[src/msha_pkg.sv]
// ----------------------------------------------------------------------------
// msha_pkg
// Shared codes, field widths and controller/datapath interface structs for
// the mark/sweep handle allocator.
// ----------------------------------------------------------------------------
package msha_pkg;

    localparam int MODE_W    = 3;
    localparam int LEVEL_W   = 5;
    localparam int HANDLE_W  = 10;
    localparam int STATUS_W  = 2;
    localparam int S_TDATA_W = 24;
    localparam int M_TDATA_W = 32;

    localparam logic [MODE_W-1:0] MODE_ALLOC  = 3'd0;
    localparam logic [MODE_W-1:0] MODE_MARK   = 3'd1;
    localparam logic [MODE_W-1:0] MODE_REUSE  = 3'd2;
    localparam logic [MODE_W-1:0] MODE_SWEEP  = 3'd3;
    localparam logic [MODE_W-1:0] MODE_UNMARK = 3'd4;
    localparam logic [MODE_W-1:0] MODE_COUNT  = 3'd5;
    localparam logic [MODE_W-1:0] MODE_CHECK  = 3'd6;

    localparam logic [STATUS_W-1:0] ST_OK    = 2'd0;
    localparam logic [STATUS_W-1:0] ST_FULL  = 2'd1;
    localparam logic [STATUS_W-1:0] ST_RANGE = 2'd2;

    typedef struct packed {
        logic accept;
        logic exec;
        logic al_ev;
        logic w_rd;
        logic w_ev;
        logic clr;
        logic load;
    } cmd_t;

    typedef struct packed {
        logic              lvl_ok;
        logic [MODE_W-1:0] mode;
        logic              alloc_rd;
        logic              walk_go;
        logic              walk_more;
        logic              clr_more;
        logic              out_free;
    } sts_t;

endpackage

[src/msha_ctrl.sv]
// ----------------------------------------------------------------------------
// msha_ctrl
// Sequencer: accepts one word, runs its operation over the datapath and
// hands the result to the output register.
// ----------------------------------------------------------------------------
module msha_ctrl (
    input  logic           clk,
    input  logic           rst_n,
    input  logic           s_tvalid,
    output logic           s_tready,
    input  msha_pkg::sts_t sts,
    output msha_pkg::cmd_t cmd
);
    import msha_pkg::*;

    typedef enum logic [6:0] {
        S_IDLE = 7'b0000001,
        S_EXEC = 7'b0000010,
        S_ALEV = 7'b0000100,
        S_WRD  = 7'b0001000,
        S_WEV  = 7'b0010000,
        S_CLR  = 7'b0100000,
        S_OUT  = 7'b1000000
    } state_t;

    state_t state_reg, state_next;

    assign s_tready   = (state_reg == S_IDLE);
    assign cmd.accept = s_tvalid && s_tready;
    assign cmd.exec   = (state_reg == S_EXEC);
    assign cmd.al_ev  = (state_reg == S_ALEV);
    assign cmd.w_rd   = (state_reg == S_WRD);
    assign cmd.w_ev   = (state_reg == S_WEV);
    assign cmd.clr    = (state_reg == S_CLR);
    assign cmd.load   = (state_reg == S_OUT) && sts.out_free;

    always_comb
    begin
        state_next = state_reg;
        unique case (state_reg)
            S_IDLE:
                if (s_tvalid)
                    state_next = S_EXEC;
            S_EXEC:
            begin
                state_next = S_OUT;
                if (sts.lvl_ok)
                begin
                    if (sts.mode == MODE_ALLOC && sts.alloc_rd)
                        state_next = S_ALEV;
                    else if ((sts.mode == MODE_SWEEP || sts.mode == MODE_COUNT)
                             && sts.walk_go)
                        state_next = S_WRD;
                    else if (sts.mode == MODE_UNMARK && sts.walk_go)
                        state_next = S_CLR;
                end
            end
            S_ALEV:
                state_next = S_OUT;
            S_WRD:
                state_next = S_WEV;
            S_WEV:
                state_next = sts.walk_more ? S_WRD : S_OUT;
            S_CLR:
                state_next = sts.clr_more ? S_CLR : S_OUT;
            S_OUT:
                if (sts.out_free)
                    state_next = S_IDLE;
            default:
                state_next = S_IDLE;
        endcase
    end

    always_ff @(posedge clk or negedge rst_n)
    begin
        if (!rst_n)
            state_reg <= S_IDLE;
        else
            state_reg <= state_next;
    end

    a_accept_exec: assert property (@(posedge clk) disable iff (!rst_n)
        cmd.accept |=> state_reg == S_EXEC)
        else $error("accepted word not executed");

endmodule

[config.mk]
export PLATFORM = sky130hd
export DESIGN_NAME = msha_ctrl
export DESIGN_NICKNAME = d
export VERILOG_FILES = /design/src/msha_pkg.sv /design/src/msha_ctrl.sv
export SDC_FILE = /design/constraint.sdc
export NUM_CORES = 1
export LEC_CHECK = 0
export ABC_CLOCK_PERIOD_IN_PS = 1700
export BUFFER_PORTS_ARGS = -buffer_cell sky130_fd_sc_hd__buf_2
export CORE_AREA = 2 2 39 41
export DETAILED_ROUTE_END_ITERATION = 10
export DIE_AREA = 0 0 41 43
export HOLD_SLACK_MARGIN = 0.03
export PLACE_DENSITY = 0.75
export SETUP_SLACK_MARGIN = 0.05
export SLEW_MARGIN = 10
export SYNTH_ARGS = -nofsm -noshare
export SYNTH_HDL_FRONTEND = slang
export SYNTH_SLANG_ARGS = --single-unit
[constraint.sdc]
create_clock -name clk -period 1.7 [get_ports clk]
set_clock_uncertainty 0.2 [all_clocks]
set_input_delay 0.17 -clock clk [delete_from_list [all_inputs] [get_ports clk]]
set_output_delay 0.17 -clock clk [all_outputs]
set_load 0.01 [all_outputs]
==> flow_summary.toml <==
[power]
p_leak_nw = 0.460
ir_drop_mv = 0.439
p_per_area_nw_per_um2 = 874
power.total_w = 0.000909

[worst_setup_path]
cp_slowest_cell = "or4_4"
reg2reg_depth = 5
critPathLaunchType = "register"
rr_startpoint = "state_reg[0]"
crit_fanout = 3
end_kind = "primary output"
required_ns = 1.33
max_stage_delay_ns = 0.54
rrSetupSlack_ns = -0.15
arrival_ns = 1.68
path_cells = "or4_4 -> nor4b_4 -> buf_2"
r2r_end = "state_reg[6]"
crit_type = "reg2out"

[sta]
fin_crit_sh_pct = 121
max_slew_margin_pct = 82.7
fin_ws_ns = -0.349
holdWs_ns = 0.0487
slew_violations = 0
worstMarginPinSlew_ns = 0.259
rsz0062_at_grt = "true"
final-setup-viol-count = 12
fin_crit_ns = 2.05
tns_ns = -1.80
final_hold_viol_count = 0
fmax_mhz = 488

[layout]
final_nets = 121
fillCellCount = 99
seq_area_um2 = 178
final_layout_size_suffix_gt1_share_pct = 61.1
largest_register_ffs = 7
antenna_cells = 0
final_core_util_pct = 75.1
fin_cells = 124
multi_input_area_um2 = 430
area_growth_pct = 106

[place]
dp.cells = 100
dpl.hpwl_um = 1030
gp_congestion = 0.800
io_buffers = 19

[synth]
synth_area_um2 = 504
yosysWarningCount = 0
yosys.area.top_type = "dfrtp_1"
yosysSeqAreaShare_pct = 35.0
ys_ff_latch = 7
synth.distinct_cells = 26
avgSynthCellArea_um2 = 8.85
syn-instance-count = 57
synth_commonest_cells = "dfrtp_1 (6), nor2_1 (6), nand2_1 (5), nor4_1 (5), nor3_1 (4)"
synth_ff_type = "dfrtp_1"
async_flop_share_pct = 100
synth_edf_count = 0
synth.area.top_cells = "dfrtp_1 (30%), nor4b_4 (9.4%), nor4_1 (6.2%)"
syn-num-nets = 69
yosys.area.top_type_share_pct = 29.8

[floorplan]
boundaryPins = 20
die_area_um2 = 1760
die_h_um = 43
core-area_um2 = 1380
rows = 14
initial_core_util_pct = 36.4
die_x_um = 41

[clock_network]
clk_latency_ns = 0.25
numCtsBuffers = 3
clkSlewWorstSetupHoldPaths_ns = 0.06
cts_buffer_depth = 2
cts_tree = "yes"
h-tree-depth = 1
cts_sinks = 7
cts_root_buffer = "clkbuf_4"

[global_routing]
grt_pass1_wl_um = 2560
grt_pass1_vias = 647
grt.overflow.total = 0
grt_max_degree = 8
antenna_found_initial = 0
grtUsageTotal_pct = 22.2

[route]
drtAntennaViolNets = 0
via_per_inst = 5.27
dr_total_vias = 653
post-route-drc-count = 0
dr.first_iter.drc_count = 5
routed_wl_um = 1870
wl_per_cell_um = 15.1
first_pass_iters = 3

[status]
outcome = "finished, violations left"
violations = "negative setup slack"

[min_path]
hp-class = "in2reg"
hold_depth = 3
hold_path.startpoint = "sts[5]"
holdPathEnd = "state_reg[5]"

[run]
drv_cap = 0
## cell type report
| type | count | area share, % |
|---|---|---|
| tap | 16 | 1.93 |
| timing repair buffer | 49 | 36.0 |
| clock buffer | 4 | 2.53 |
| multi-input combinational | 45 | 41.4 |
| inverter | 3 | 1.08 |
| sequential | 7 | 17.1 |
## logic make-up (layout without fill, tap and decap cells)
group | Yosys count | after routing | share of synthesized area (%)
AND/OR/NAND/NOR | 36 | 36 | 46.7
multiplexers | 1 | 1 | 1.99
AO/OA/AOI/OAI | 7 | 7 | 9.18
XOR/XNOR | 1 | 1 | 1.74
buffers and inverters | 5 | 56 | 5.46
flip-flops | 7 | 7 | 35.0
## where the power goes
group	switching, W	total, W	internal [W]
Sequential	0.0000166	0.000217	0.000200
Combinational	0.000275	0.000540	0.000265
Clock	0.0000628	0.000152	0.0000897
## critical path, delay by kind of cell, from the launching register on
kind / cells / cell delay [ns]
buffers and inverters: 1 / 0.19
DFF: 1 / 0.40
and+or+nand+nor: 2 / 0.82
## routing by layer
layer | GRT usage (%) | vias to the layer above | part of all wire, %
met4 | 14.0 | 0 | 4.1
li1 | - | 311 | -
met2 | 41.6 | 22 | 60
met3 | 4.71 | 9 | 4.3
met1 | 18.5 | 311 | 32
met5 | 0 | - | 0
## worst max path at each step
stage	depth (start not counted)	to	from	slack [ns]
6_report	3	cmd[2]	state_reg[6]	-0.35
2_1_floorplan	5	state_reg[6]	state_reg[1]	-0.18
3_3_place_gp	3	cmd[1]	state_reg[1]	-0.06
5_1_grt	3	cmd[2]	state_reg[6]	-0.39
4_1_cts	3	cmd[1]	state_reg[0]	-0.33
3_5_place_dp	3	cmd[1]	state_reg[1]	-0.09
## repair_timing
item / 4_1_cts / 5_1_grt
endpoints found under the setup margin: 12 / 14
hold buffers: 10 / 0
cloned: 0 / 0
pin swaps: 10 / 8
gates resized for setup: 17 / 18
hold endpoints to repair: 11 / 0
setup buffers: 8 / 7
## layout by cell type, fill, tap and decap left out, types with 3 or more instances in the layout
master	n
buf_4	14
dfrtp_1	5
nor4_4	4
buf_2	18
buf_6	7
nand2b_1	3
clkbuf_4	3
dlygate4sd3_1	10
nor2_2	4
## per-stage QoR
step	setup WS, ns	instance area, µm²
3_5_place_dp	-0.0940	678
5_1_grt	-0.385	1040
6_report	-0.349	1040
4_1_cts	-0.330	931
2_1_floorplan	-0.183	504
3_3_place_gp	-0.0602	678
(Power assumes the default switching activity.)
